`src/hdl/assert_macros.svh`:
```
// ----------------------------------------------------------------------------
// assert_macros.svh
// Concurrent assertion macros used by the RTL. Define ASSERT_OFF to drop them.
// ----------------------------------------------------------------------------
`ifndef ASSERT_MACROS_SVH
`define ASSERT_MACROS_SVH

`ifndef ASSERT_OFF

// Check that an expression holds at every clock edge out of reset
`define ASSERT_ALWAYS(label, clk, rst_n, expr) \
    label: assert property (@(posedge clk) disable iff (!rst_n) (expr)) \
        else $error("ASSERT_ALWAYS failed");

// Check that a consequent holds in the same cycle as its antecedent
`define ASSERT_IMPLIES(label, clk, rst_n, ante, cons) \
    label: assert property (@(posedge clk) disable iff (!rst_n) (ante) |-> (cons)) \
        else $error("ASSERT_IMPLIES failed");

// Check that a consequent holds in the cycle after its antecedent
`define ASSERT_NEXT(label, clk, rst_n, ante, cons) \
    label: assert property (@(posedge clk) disable iff (!rst_n) (ante) |=> (cons)) \
        else $error("ASSERT_NEXT failed");

`else

`define ASSERT_ALWAYS(label, clk, rst_n, expr)
`define ASSERT_IMPLIES(label, clk, rst_n, ante, cons)
`define ASSERT_NEXT(label, clk, rst_n, ante, cons)

`endif

`endif

```
`src/hdl/pse_pkg.sv`:
```
// ----------------------------------------------------------------------------
// pse_pkg
// Types, codes and defaults shared by the postfix stack evaluator.
// ----------------------------------------------------------------------------
`default_nettype none

package pse_pkg;

    // Default sizing
    localparam int STACK_DEPTH_DEF = 128;
    localparam int VALUE_WIDTH_DEF = 32;

    // Multiplier digit: bits of the multiplier retired per cycle
    localparam int MUL_DIGIT = 16;

    // Token opcodes
    localparam logic [2:0] OP_PUSH = 3'd0;
    localparam logic [2:0] OP_POW  = 3'd1;
    localparam logic [2:0] OP_MUL  = 3'd2;
    localparam logic [2:0] OP_DIV  = 3'd3;
    localparam logic [2:0] OP_ADD  = 3'd4;
    localparam logic [2:0] OP_SUB  = 3'd5;

    // Result status codes
    localparam logic [2:0] ST_OK     = 3'd0;
    localparam logic [2:0] ST_UNDER  = 3'd1;
    localparam logic [2:0] ST_OVER   = 3'd2;
    localparam logic [2:0] ST_DIVZ   = 3'd3;
    localparam logic [2:0] ST_NEGEXP = 3'd4;

    // Input beat
    typedef struct packed {
        logic [2:0]         opcode;
        logic signed [31:0] value;
        logic               last_token;
    } t_in_beat;

    // Output beat
    typedef struct packed {
        logic signed [31:0] top_value;
        logic [7:0]         depth;
        logic [2:0]         status;
        logic               expr_done;
    } t_out_beat;

    // Multiplier operand selection
    typedef enum logic [1:0] {
        MS_AB = 2'd0,   // b * a
        MS_RB = 2'd1,   // running power result * base
        MS_BB = 2'd2    // base * base
    } t_mul_sel;

    // Controller to datapath commands
    typedef struct packed {
        logic       load_in;
        logic       push;
        logic       load_ops;
        logic       res_add;
        logic       res_sub;
        logic       mul_start;
        t_mul_sel   mul_sel;
        logic       res_mul;
        logic       div_start;
        logic       res_div;
        logic       pow_init;
        logic       base_sq;
        logic       pop_write;
        logic       set_status;
        logic [2:0] status_code;
        logic       emit;
    } t_dp_cmd;

    // Datapath to controller status
    typedef struct packed {
        logic [2:0] opcode;
        logic       full;
        logic       lt2;
        logic       a_zero;
        logic       a_neg;
        logic       exp_zero;
        logic       exp_lsb;
        logic       mul_done;
        logic       div_done;
        logic       out_free;
    } t_dp_stat;

endpackage

`default_nettype wire

```
`src/hdl/pse_ctrl.sv`:
```
// ----------------------------------------------------------------------------
// pse_ctrl
// Token sequencer: decodes each token and steps the datapath through it.
// ----------------------------------------------------------------------------
`default_nettype none

module pse_ctrl (
    input  wire logic             i_clk,
    input  wire logic             i_rst_n,
    input  wire logic             i_in_valid,
    output logic                  o_in_ready,
    input  wire pse_pkg::t_dp_stat i_stat,
    output pse_pkg::t_dp_cmd      o_cmd
);

    typedef enum logic [9:0] {
        S_IDLE   = 10'b0000000001,
        S_DECODE = 10'b0000000010,
        S_EXEC   = 10'b0000000100,
        S_MUL    = 10'b0000001000,
        S_DIV    = 10'b0000010000,
        S_POW    = 10'b0000100000,
        S_POW_M  = 10'b0001000000,
        S_POW_S  = 10'b0010000000,
        S_WRITE  = 10'b0100000000,
        S_FINISH = 10'b1000000000
    } t_state;

    t_state r_state, n_state;

    // Sequence one token
    always_comb begin
        n_state = r_state;
        o_cmd   = '0;
        case (r_state)
            // Take a token
            S_IDLE: begin
                if (i_in_valid) begin
                    o_cmd.load_in = 1'b1;
                    n_state       = S_DECODE;
                end
            end

            // Check stack room, fetch operands
            S_DECODE: begin
                case (i_stat.opcode)
                    pse_pkg::OP_PUSH: begin
                        if (i_stat.full) begin
                            o_cmd.set_status  = 1'b1;
                            o_cmd.status_code = pse_pkg::ST_OVER;
                        end else begin
                            o_cmd.push = 1'b1;
                        end
                        n_state = S_FINISH;
                    end
                    pse_pkg::OP_POW, pse_pkg::OP_MUL, pse_pkg::OP_DIV,
                    pse_pkg::OP_ADD, pse_pkg::OP_SUB: begin
                        if (i_stat.lt2) begin
                            o_cmd.set_status  = 1'b1;
                            o_cmd.status_code = pse_pkg::ST_UNDER;
                            n_state           = S_FINISH;
                        end else begin
                            o_cmd.load_ops = 1'b1;
                            n_state        = S_EXEC;
                        end
                    end
                    default: begin
                        n_state = S_FINISH;
                    end
                endcase
            end

            // Start the operation
            S_EXEC: begin
                case (i_stat.opcode)
                    pse_pkg::OP_ADD: begin
                        o_cmd.res_add = 1'b1;
                        n_state       = S_WRITE;
                    end
                    pse_pkg::OP_SUB: begin
                        o_cmd.res_sub = 1'b1;
                        n_state       = S_WRITE;
                    end
                    pse_pkg::OP_MUL: begin
                        o_cmd.mul_start = 1'b1;
                        o_cmd.mul_sel   = pse_pkg::MS_AB;
                        n_state         = S_MUL;
                    end
                    pse_pkg::OP_DIV: begin
                        if (i_stat.a_zero) begin
                            o_cmd.set_status  = 1'b1;
                            o_cmd.status_code = pse_pkg::ST_DIVZ;
                            n_state           = S_FINISH;
                        end else begin
                            o_cmd.div_start = 1'b1;
                            n_state         = S_DIV;
                        end
                    end
                    pse_pkg::OP_POW: begin
                        if (i_stat.a_neg) begin
                            o_cmd.set_status  = 1'b1;
                            o_cmd.status_code = pse_pkg::ST_NEGEXP;
                            n_state           = S_FINISH;
                        end else begin
                            o_cmd.pow_init = 1'b1;
                            n_state        = S_POW;
                        end
                    end
                    default: begin
                        n_state = S_FINISH;
                    end
                endcase
            end

            // Wait for the product
            S_MUL: begin
                if (i_stat.mul_done) begin
                    o_cmd.res_mul = 1'b1;
                    n_state       = S_WRITE;
                end
            end

            // Wait for the quotient
            S_DIV: begin
                if (i_stat.div_done) begin
                    o_cmd.res_div = 1'b1;
                    n_state       = S_WRITE;
                end
            end

            // Square and multiply, one exponent bit per pass
            S_POW: begin
                if (i_stat.exp_zero) begin
                    n_state = S_WRITE;
                end else if (i_stat.exp_lsb) begin
                    o_cmd.mul_start = 1'b1;
                    o_cmd.mul_sel   = pse_pkg::MS_RB;
                    n_state         = S_POW_M;
                end else begin
                    o_cmd.mul_start = 1'b1;
                    o_cmd.mul_sel   = pse_pkg::MS_BB;
                    n_state         = S_POW_S;
                end
            end

            S_POW_M: begin
                o_cmd.mul_sel = pse_pkg::MS_BB;
                if (i_stat.mul_done) begin
                    o_cmd.res_mul   = 1'b1;
                    o_cmd.mul_start = 1'b1;
                    n_state         = S_POW_S;
                end
            end

            S_POW_S: begin
                if (i_stat.mul_done) begin
                    o_cmd.base_sq = 1'b1;
                    n_state       = S_POW;
                end
            end

            // Replace the two operands by the result
            S_WRITE: begin
                o_cmd.pop_write = 1'b1;
                n_state         = S_FINISH;
            end

            // Hold until the output register is free
            S_FINISH: begin
                if (i_stat.out_free) begin
                    o_cmd.emit = 1'b1;
                    n_state    = S_IDLE;
                end
            end

            default: begin
                n_state = S_IDLE;
            end
        endcase
    end

    always_ff @(posedge i_clk) begin
        if (!i_rst_n) begin
            r_state <= S_IDLE;
        end else begin
            r_state <= n_state;
        end
    end

    assign o_in_ready = (r_state == S_IDLE);

endmodule

`default_nettype wire

```
`config.mk`:
```
export PLATFORM = sky130hd
export DESIGN_NAME = pse_ctrl
export DESIGN_NICKNAME = d
export VERILOG_FILES = /design/src/hdl/assert_macros.svh /design/src/hdl/pse_pkg.sv /design/src/hdl/pse_ctrl.sv
export SDC_FILE = /design/constraint.sdc
export NUM_CORES = 1
export LEC_CHECK = 0
export ABC_CLOCK_PERIOD_IN_PS = 2600
export BUFFER_PORTS_ARGS = -buffer_cell sky130_fd_sc_hd__buf_4
export CORE_ASPECT_RATIO = 0.8
export CORE_MARGIN = 10
export CORE_UTILIZATION = 32
export CTS_CLUSTER_SIZE = 10
export DETAILED_ROUTE_END_ITERATION = 8
export GPL_TIMING_DRIVEN = 1
export HOLD_SLACK_MARGIN = 0.15
export SKIP_CTS_REPAIR_TIMING = 1
export SLEW_MARGIN = 20
export SYNTH_ARGS = -nofsm -noshare
export SYNTH_HDL_FRONTEND = slang
export SYNTH_SLANG_ARGS = --single-unit
```
`constraint.sdc`:
```
create_clock -name i_clk -period 2.6 [get_ports i_clk]
set_clock_uncertainty 0.15 [all_clocks]
set_input_delay 0.52 -clock i_clk [delete_from_list [all_inputs] [get_ports i_clk]]
set_output_delay 0.52 -clock i_clk [all_outputs]
set_load 0.02 [all_outputs]
```
* Word-level counts from Yosys, hierarchy flattened
Cells that the tools add are included.
Widths: inputs -> output; s select.
** Storage, ports and cells
- Register bits after elaboration :: 10
- Input bits :: 15
- Output and inout bits :: 20
** Operators by class
- Eq/ne operators :: 21
- Multiplexer cells :: 49
- Reduce and logical (&&, ||, !) cells :: 5
** Operators with widths (number)
- $mux 10 :: 11
- $pmux 10 s10 :: 1
- $pmux 10 s4 :: 1
- $pmux 4 s2 :: 3
- $mux 1 :: 22
- $mux 4 :: 4
- $ne 2x2->1 const B :: 6
- $eq 10x1->1 const B :: 1
- $eq 10x10->1 const B :: 1
- $eq 10x2->1 const B :: 1
- $eq 10x3->1 const B :: 1
- $eq 10x4->1 const B :: 1
- $eq 10x5->1 const B :: 1
- $eq 10x6->1 const B :: 1
- $eq 10x7->1 const B :: 1
- $eq 10x8->1 const B :: 1
- $eq 10x9->1 const B :: 1
- $pmux 3 s3 :: 1
- $mux 8 :: 1
- $eq 3x2->1 const B :: 2
- $eq 3x3->1 const B :: 2
- $mux 2 :: 3
- $mux 3 :: 2
- $reduce_and 6->1 :: 1
- 4 further kinds :: 5

* Logic depth before layout (Yosys ltp)
Gate-level depths: netlist of the first run.
- Depth in word-level cells :: 4
- Mapped depth :: 6
- Depth with buffers taken out :: 5

* Worst setup path before layout of the first run
OpenSTA, ideal clock, no wires.
- Path type :: register to output
- Start :: reg r_state[8]
- End :: out o_cmd[4] (netlist name)
- Arrival time :: 1.806 ns
- Required time :: 1.930 ns
- Setup slack :: 0.124 ns
- Stages on the path, launching flop included :: 7
- Cell sequence :: dfxtp_1 -> buf_2 -> nor4_1 -> nand4_1 -> nor3_1 -> and2_1 -> or3b_1
** RTL lines
- from (decl) :: RTL line pse_ctrl.sv:29 : t_state r_state, n_state;
- from (signal assigned) :: RTL line pse_ctrl.sv:186 : r_state <= n_state;
- to (decl) :: RTL line pse_ctrl.sv:13 : output pse_pkg::t_dp_cmd o_cmd

==> tab_implementation.tex, run 1 <==
\begin{tabular}{lr}
\hline
Metric & Value \\
\hline
\multicolumn{2}{l}{\textbf{Outcome}} \\
\quad Run status & completed \\
\multicolumn{2}{l}{\textbf{Layout}} \\
\quad Final design area excluding fillers & about 1500 µm² \\
\quad Nets & roughly 190 \\
\quad Non-filler cells in the finished layout & 215 \\
\quad Final core utilization & 0.529 \\
\quad Most flops, register & r\_state \\
\quad Max FFs per register & 10 \\
\quad P\&R area growth vs syn & 59.5\% \\
\quad Largest registers & r\_state: 10 flops \\
\quad Layout cells sized above 1 & 0.452 \\
\quad Number of antenna cells inserted & 0 \\
\multicolumn{2}{l}{\textbf{Global routing}} \\
\quad GR Overflow Total & 0 \\
\quad Global-route wire length before repair & about 5000 µm \\
\quad Total Routing Usage GR & 0.116 \\
\quad Via count of the first global-routing pass & between 1k and 1.5k \\
\quad Pin count of the biggest net entering global routing & 9 \\
\quad Antenna violations before repair & 0 \\
\multicolumn{2}{l}{\textbf{Setup path}} \\
\quad Critical Path End Type & output pin \\
\quad Worst Path Class, Setup & reg -> out \\
\quad Req. time, crit path & $\sim$1.9 ns \\
\quad Crit path DAT & between 1.5 and 2 ns \\
\quad Setup crit start kind & register \\
\quad Largest fanout of any net on the critical path & 4 \\
\multicolumn{2}{l}{\textbf{Routing}} \\
\quad Routed via count divided by cell count & about 5.4 \\
\quad Routed WL & 3380 µm \\
\quad Drt pass-1 iters & 4 \\
\quad Avg WL per Cell & between 15 and 20 µm \\
\quad Met3 routed wirelength & around 210 µm \\
\quad Total length of routed met2 wires & about 1600 µm \\
\quad Vias after detailed routing & approximately 1.2k \\
\quad DRC violations left & 0 \\
\quad Remaining antenna violation count after routing & 0 \\
\quad Number of violations reported at the end of detailed-routing iteration 0 & 74 \\
\quad Post-Route M1 WL & approximately 1500 µm \\
\quad Uppermost metal layer occupied by signal nets & met4 \\
\multicolumn{2}{l}{\textbf{Synth}} \\
\quad Dominant cells by area after synthesis & dfxtp\_1, nor3\_1, nor4\_4 \\
\quad Unique masters post-synth & 41 \\
\quad Yosys synthesis warning count & 0 \\
\quad Fraction of registers with async set or reset after synthesis & 0 \\
\quad Synthesized Nets & between 100 and 150 \\
\quad Fraction of post-synthesis cell area in the top cell type by area & 0.220 \\
\quad Netlist Area Pre-Place & 911 µm² \\
\quad Post-Syn Instances & $\sim$130 \\
\quad Number of synthesized flops with an enable pin & 0 \\
\quad Top FF cell, synth & dfxtp\_1 \\
\quad Register bit count reported by yosys & 10 \\
\quad Average footprint of a synthesized cell & approximately 7.3 µm² \\
\quad Leading area contributor after synthesis & dfxtp\_1 \\
\quad Proportion of synthesized chip area in sequential cells & 0.220 \\
\multicolumn{2}{l}{\textbf{Pwr}} \\
\quad Leakage dissipation & $\sim$0.62 nW \\
\quad P per Cell Area & 354 nW/µm² \\
\quad Maximum VDD drop & $\sim$260 µV \\
\quad Final Power & roughly 0.5 mW \\
\multicolumn{2}{l}{\textbf{STA}} \\
\quad Sum Neg Setup Slack & 0 ns \\
\quad Worst hold margin & roughly 0.37 ns \\
\quad Ratio of final minimum period to clock period & 0.992 \\
\quad Final setup fails & 0 \\
\quad Worst relative slew slack & 0.726 \\
\quad Final hold violation count & 0 \\
\quad Transition at the pin with the smallest max-transition slack & 0.407 ns \\
\quad Shortest clock period the worst path allows after layout & 2.58 ns \\
\quad Fmax & about 390 MHz \\
\quad Post-route worst setup slack & $\sim$0.02 ns \\
\quad Max-slew violation count & 0 \\
\multicolumn{2}{l}{\textbf{Clocking}} \\
\quad CTS root buf & clkbuf\_4 \\
\quad CTS H-tree depth & 1 \\
\quad CTS Buf Count & 3 \\
\quad CTS tree & built \\
\quad Clock slew at reported path FFs & about 0.070 ns \\
\quad Total clock sinks & 10 \\
\quad Insertion delay of the later-clocked pin in the worst-skew pair & between 0.2 and 0.3 ns \\
\quad Buffer depth of the longest clock path & 2 \\
\multicolumn{2}{l}{\textbf{Floorplanning}} \\
\quad Initial core utilization & 0.332 \\
\quad Core area & 2740 µm² \\
\quad Die boundary height & 67.7 µm \\
\quad Die X-Extent & roughly 80 µm \\
\quad Total Die Area & 5390 µm² \\
\quad Top Ports & 35 \\
\quad Placement row count & 17 \\
\multicolumn{2}{l}{\textbf{Place}} \\
\quad Place WS & -0.0127 ns \\
\quad Weighted congestion reported at the end of routability-driven placement & approximately 0.94 \\
\quad Total placed instance area & around 1300 µm² \\
\quad Placed wire-length estimate after detailed placement & $\sim$2600 µm \\
\quad Quantity of I/O buffers inserted on ports & 34 \\
\quad Cells after DPL & about 210 \\
\multicolumn{2}{l}{\textbf{Hold path}} \\
\quad Min-delay worst type & in -> reg \\
\multicolumn{2}{l}{\textbf{Run}} \\
\quad Maximum Capacitance Violations & 0 \\
\hline
\end{tabular}
-- metal layers --
| metal | global-route usage | vias up |
|---|---|---|
| met5 | 0 | - |
| met4 | 0.0335 | 0 |
| met3 | 0.0371 | 4 |
| met2 | 0.183 | 39 |
| met1 | 0.147 | 555 |
| li1 | - | 567 |
-- Yosys cell counts (2+ instances only) --
library cell and n:
a21oi_1 8, and2_1 4, and3_1 4, buf_2 2
dfxtp_1 10, inv_1 7, nand2_1 11, nand2b_1 4
nand3_1 8, nor2_1 10, nor2b_1 6, nor3_1 9
nor3b_1 2, nor4_1 3, nor4_4 2, nor4b_1 3
o21a_1 2, o21ai_0 4, o21ai_1 2, o31a_1 2
or3b_1 2
-- cell usage in the layout (no fill, tap or decap), types with 4 or more instances in the layout --
master    netlist  layout
buf_4           0      49
nand2_1        11      11
nor2b_1         6       6
a21oi_1         8       8
nor2_1         10       9
o21ai_0         4       4
nor3_1          9       5
inv_1           7       7
dfxtp_2         0       7
nand2b_1        4       4
nor3_2          0       4
nand3_1         8       8
-- where the power goes --
group	total, mW	leakage [nW]	internal (mW)	switching [mW]
sequential	0.177	0.0845	0.163	0.0143
combinational	0.193	0.512	0.0975	0.0959
clock	0.144	0.0210	0.0853	0.0592
-- path summary, 6_finish.rpt --
check	endpoint	start	slack, ns	cells after the start
worst max-delay path	o_cmd[4]	r_state[9]	0.02	7
worst min-delay path	r_state[3]	i_rst_n	0.37	3
worst max register to register	r_state[0]	r_state[5]	0.54	6
worst min register to register	r_state[3]	r_state[3]	0.38	2
-- critical path, cell delays in order, from the launching register on --
cell and delay, ns:
dfxtp_2 0.37, buf_6 0.12, nor2_1 0.05, and3_4 0.20, and2_1 0.16, a22o_1 0.22, or3b_4 0.39, buf_6 0.14
-- final cells by class --
cell class	count	area [µm²]
fillers	256	1290
multi-input cells	104	719
repair buffers	52	410
flip-flops and latches	10	213
well taps	38	47.5
clock buffers	4	36.3
inverters	7	26.3
-- kinds of logic (layout without fill, tap and decap cells) --
kind of cell              Yosys count  in the layout  share of synthesized area
and+or+nand+nor                    72             72                      0.470
AOI/OAI and AO/OA                  30             30                      0.234
buffers and inverters              11             63                     0.0563
DFF                                10             10                      0.220
xor gates and xnor gates            1              1                    0.00962
muxes                               1              1                     0.0110
Note: power is estimated with default switching activity, not from simulation.
==> run 2: changes to the inputs <==
- ABC_AREA: not set -> 1
- CORE_MARGIN: 10 -> not set
- CORE_UTILIZATION: 32 -> 40
- PLACE_DENSITY: not set -> 0.68
==> run 2 against run 1 <==
  * Count of clock-buffer cells in the layout did not move
  * First-iteration DRC count fell by 77%
  * Combinational power rose by 24%
  * Worst hold slack got worse by 0.095 ns
  * Clock power rose by 4%
  * Register-to-register slack improved by 0.34 ns
  * Global-route usage rose by 12 points
  * Cell area fell by 16%
  * Sequential power rose by 2%
  * Non-clock buffer count fell by 18
  * Flip-flop and latch count did not move
  * Largest cell class unchanged
  * Highest routed layer unchanged
==> tab_implementation.tex, run 2 <==
\begin{tabular}{lr}
\hline
Metric & Value \\
\hline
\multicolumn{2}{l}{\textbf{Synth}} \\
\quad Top FF cell, synth & dfxtp\_1 \\
\quad Top cells by instance count after synthesis & inv\_1, nand2\_1, nor2\_1 \\
\quad Unique masters post-synth & 26 (-37\%) \\
\quad Fraction of registers with async set or reset after synthesis & 0 (unchanged) \\
\quad Netlist Area Pre-Place & 892 µm² (-2.1\%) \\
\quad Proportion of synthesized chip area in sequential cells & 0.224 (+0.00462) \\
\quad Post-Syn Instances & 154 (+23\%) \\
\quad Fraction of post-synthesis cell area in the top cell type by area & 0.224 (+0.00462) \\
\quad Leading area contributor after synthesis & dfxtp\_1 \\
\quad Dominant cells by area after synthesis & dfxtp\_1, inv\_1, nand2\_1 \\
\quad Register bit count reported by yosys & 10 (unchanged) \\
\quad Most common cell in the synthesized netlist & inv\_1 \\
\quad Number of synthesized flops with an enable pin & 0 (unchanged) \\
\quad Average footprint of a synthesized cell & 5.79 µm² (-21\%) \\
\quad Yosys synthesis warning count & 0 (unchanged) \\
\quad Synthesized Nets & 169 (+21\%) \\
\multicolumn{2}{l}{\textbf{STA}} \\
\quad Final hold violation count & 0 (unchanged) \\
\quad Ratio of final minimum period to clock period & 0.923 (-0.0697) \\
\quad Final setup fails & 0 (unchanged) \\
\quad Shortest clock period the worst path allows after layout & 2.40 ns (-0.181 ns) \\
\quad Unrepaired setup endpoints after global routing & no \\
\quad Transition at the pin with the smallest max-transition slack & 0.267 ns (-0.140 ns) \\
\quad Worst relative slew slack & 0.822 (+0.0952) \\
\quad Max-slew violation count & 0 (unchanged) \\
\quad Post-route worst setup slack & 0.201 ns (+0.181 ns) \\
\quad Sum Neg Setup Slack & 0 ns (unchanged) \\
\quad Fmax & 417 MHz (+7.6\%) \\
\multicolumn{2}{l}{\textbf{Setup path}} \\
\quad Most common cell on crit path & nand2\_2 \\
\quad Req. time, crit path & 1.93 ns (about the same) \\
\quad Biggest cell delay along the critical path & 0.35 ns (-0.04 ns) \\
\quad Largest fanout of any net on the critical path & 7 (+3) \\
\quad Slack of the worst reg-to-reg path & 0.88 ns (+0.34 ns) \\
\quad Critical Path End Type & output pin \\
\quad Number of cell instances on the worst register-to-register path & 11 (+5) \\
\quad FF-to-FF Start & r\_state[6] \\
\quad Setup crit start kind & register \\
\quad Cells traversed along the worst timing path & nor2\_2, nand2\_2, nor2\_1, nand2\_2, inv\_2, nand4\_1, o211ai\_1, buf\_4 \\
\quad Worst Path Class, Setup & reg -> out \\
\quad Kind of cell with the highest combined delay on the critical path & simple AND/OR/NAND/NOR gates \\
\quad Critical R2R Capture & r\_state[0] \\
\quad Standard cell with the maximum stage delay on the critical path & dfxtp\_1 \\
\quad Crit path DAT & 1.73 ns (-0.18 ns) \\
\quad Critical path buffers and inverters & 2 (unchanged) \\
\multicolumn{2}{l}{\textbf{Layout}} \\
\quad Area of the multi-input gates & 561 µm² (-22\%) \\
\quad Most common cell after layout, fill and taps aside & buf\_4 \\
\quad Layout cells sized above 1 & 0.333 (-0.119) \\
\quad Number of antenna cells inserted & 0 (unchanged) \\
\quad Largest registers & r\_state: 10 flops \\
\quad \# fillers & 193 (-25\%) \\
\quad Most flops, register & r\_state \\
\quad Area occupied by registers & 200 µm² (-5.9\%) \\
\quad Most used cells in the layout excluding fill and tap cells & buf\_4, inv\_1, nand2\_1 \\
\quad P\&R area growth vs syn & 36.0\% \\
\quad Max FFs per register & 10 (unchanged) \\
\quad Nets & 208 (+7.8\%) \\
\multicolumn{2}{l}{\textbf{Clocking}} \\
\quad CTS Buf Count & 3 (unchanged) \\
\quad Total clock sinks & 10 (unchanged) \\
\quad CTS root buf & clkbuf\_4 \\
\quad Insertion delay of the later-clocked pin in the worst-skew pair & 0.28 ns (about the same) \\
\quad CTS H-tree depth & 1 (unchanged) \\
\quad Buffer depth of the longest clock path & 2 (unchanged) \\
\quad Clock slew at reported path FFs & 0.08 ns (about the same) \\
\quad CTS tree & built \\
\multicolumn{2}{l}{\textbf{Routing}} \\
\quad Routed via count divided by cell count & 4.82 (-11\%) \\
\quad Drt pass-1 iters & 4 (unchanged) \\
\quad Remaining antenna violation count after routing & 0 (unchanged) \\
\quad Number of violations reported at the end of detailed-routing iteration 0 & 17 (-77\%) \\
\quad Avg WL per Cell & 11.1 µm (-30\%) \\
\quad Uppermost metal layer occupied by signal nets & met4 \\
\quad Total length of routed met2 wires & 1110 µm (-31\%) \\
\quad DRC violations left & 0 (unchanged) \\
\quad Met3 routed wirelength & 106 µm (-50\%) \\
\quad Post-Route M1 WL & 1140 µm (-25\%) \\
\quad Routed WL & 2390 µm (-29\%) \\
\quad Vias after detailed routing & 1041 (-11\%) \\
\multicolumn{2}{l}{\textbf{Hold path}} \\
\quad Destination of the worst hold path & r\_state[0] \\
\quad Min-delay src & i\_rst\_n \\
\quad Min-delay worst type & in -> reg \\
\quad Worst hold path cell count & 2 (-1) \\
\multicolumn{2}{l}{\textbf{Global routing}} \\
\quad Via count of the first global-routing pass & 920 (-13\%) \\
\quad GR Overflow Total & 0 (unchanged) \\
\quad Antenna violations before repair & 0 (unchanged) \\
\quad Total Routing Usage GR & 0.234 (+0.118) \\
\quad Pin count of the biggest net entering global routing & 8 (-1) \\
\quad Global-route wire length before repair & 3940 µm (-21\%) \\
\multicolumn{2}{l}{\textbf{Floorplanning}} \\
\quad Total Die Area & 2420 µm² (-55\%) \\
\quad Initial core utilization & 0.451 (+0.119) \\
\quad Die boundary height & 44.2 µm (-35\%) \\
\quad Core area & 1980 µm² (-28\%) \\
\quad Placement row count & 14 (-3) \\
\quad Top Ports & 35 (unchanged) \\
\quad Die X-Extent & 54.8 µm (-31\%) \\
\multicolumn{2}{l}{\textbf{Outcome}} \\
\quad Run status & completed \\
\multicolumn{2}{l}{\textbf{Place}} \\
\quad Weighted congestion reported at the end of routability-driven placement & 0.862 (-8.3\%) \\
\quad Quantity of I/O buffers inserted on ports & 34 (unchanged) \\
\quad Placed wire-length estimate after detailed placement & 2050 µm (-22\%) \\
\quad Place WS & 0.419 ns (+0.431 ns) \\
\multicolumn{2}{l}{\textbf{Run}} \\
\quad Maximum Capacitance Violations & 0 (unchanged) \\
\multicolumn{2}{l}{\textbf{Pwr}} \\
\quad Maximum VDD drop & 329 µV (+26\%) \\
\quad P per Cell Area & 470 nW/µm² (+33\%) \\
\quad Leakage dissipation & 0.683 nW (+11\%) \\
\hline
\end{tabular}
-- run 2: cell count changes in the layout (fill, tap and decap cells not counted), sizes merged, moves of 3 or more --
| cell | previous run | this run |
|---|---|---|
| nand3 | 9 | 12 |
| nor2 | 10 | 33 |
| inv | 7 | 35 |
| nand2 | 11 | 37 |
| nor4 | 5 | 1 |
| buf | 52 | 34 |
| nand2b | 4 | 0 |
| nor4b | 3 | 0 |
| nor2b | 6 | 0 |
| and2 | 4 | 0 |
| and3 | 4 | 0 |
-- run 2: stage by stage --
| stage | total power, mW | utilization | hold WS [ns] | instance area (µm²) | cells |
|---|---|---|---|---|---|
| after global placement | 0.421 | 0.595 | 0.347 | 1180 | 212 |
| after detailed placement | 0.423 | 0.595 | 0.365 | 1180 | 212 |
| after global routing | 0.607 | 0.613 | 0.289 | 1210 | 216 |
| after CTS | 0.573 | 0.613 | 0.277 | 1210 | 216 |
| after floorplan | 0.342 | - | 0.326 | 892 | 154 |
| final | 0.570 | 0.613 | 0.279 | 1210 | 216 |
-- run 2: power breakdown --
part | internal [mW] | leakage, nW | total (mW) | switching, mW
combinational | 0.0851 | 0.581 | 0.239 | 0.154
clock | 0.0853 | 0.0210 | 0.150 | 0.0650
sequential | 0.165 | 0.0811 | 0.181 | 0.0156
-- run 2: worst max path at each step --
| stage | startpoint | end | slack (ns) | cells past startpoint |
|---|---|---|---|---|
| 3_5_place_dp | i_stat[11] | o_cmd[4] | 0.42 | 8 |
| 4_1_cts | r_state[6] | o_cmd[13] | 0.20 | 8 |
| 3_3_place_gp | i_stat[11] | o_cmd[4] | 0.47 | 8 |
| 5_1_grt | r_state[4] | o_cmd[4] | 0.04 | 8 |
| 2_1_floorplan | i_stat[11] | o_cmd[17] | 0.63 | 3 |
| 6_report | r_state[6] | o_cmd[13] | 0.20 | 8 |
-- run 2: final cells by class --
class / count / share of cell area
Sequential cell: 10 / 0.165
Inverter: 35 / 0.108
Clock buffer: 4 / 0.0299
Multi-Input combinational cell: 109 / 0.462
Tap cell: 24 / 0.0247
Timing Repair Buffer: 34 / 0.210
-- run 2: worst reg2reg max path: cells and delay by family (launching register included) --
kind,cells,cell delay [ns]
buf+inv,1,0.07
compound gates,1,0.09
flops,1,0.35
simple gates,9,1.01
-- run 2: per-layer routing --
layer / up-vias / GRT usage
met2: 18 / 0.364
met4: 0 / 0.0615
li1: 554 / -
met1: 465 / 0.310
met3: 4 / 0.0722
met5: - / 0
-- run 2: logic make-up (layout without fill, tap and decap cells) --
logic type / after synthesis / in the layout / synth area share
and+or+nand+nor: 96 / 96 / 0.540
DFF: 10 / 10 / 0.224
buffers and inverters: 35 / 73 / 0.147
AOI/OAI and AO/OA: 13 / 13 / 0.0884
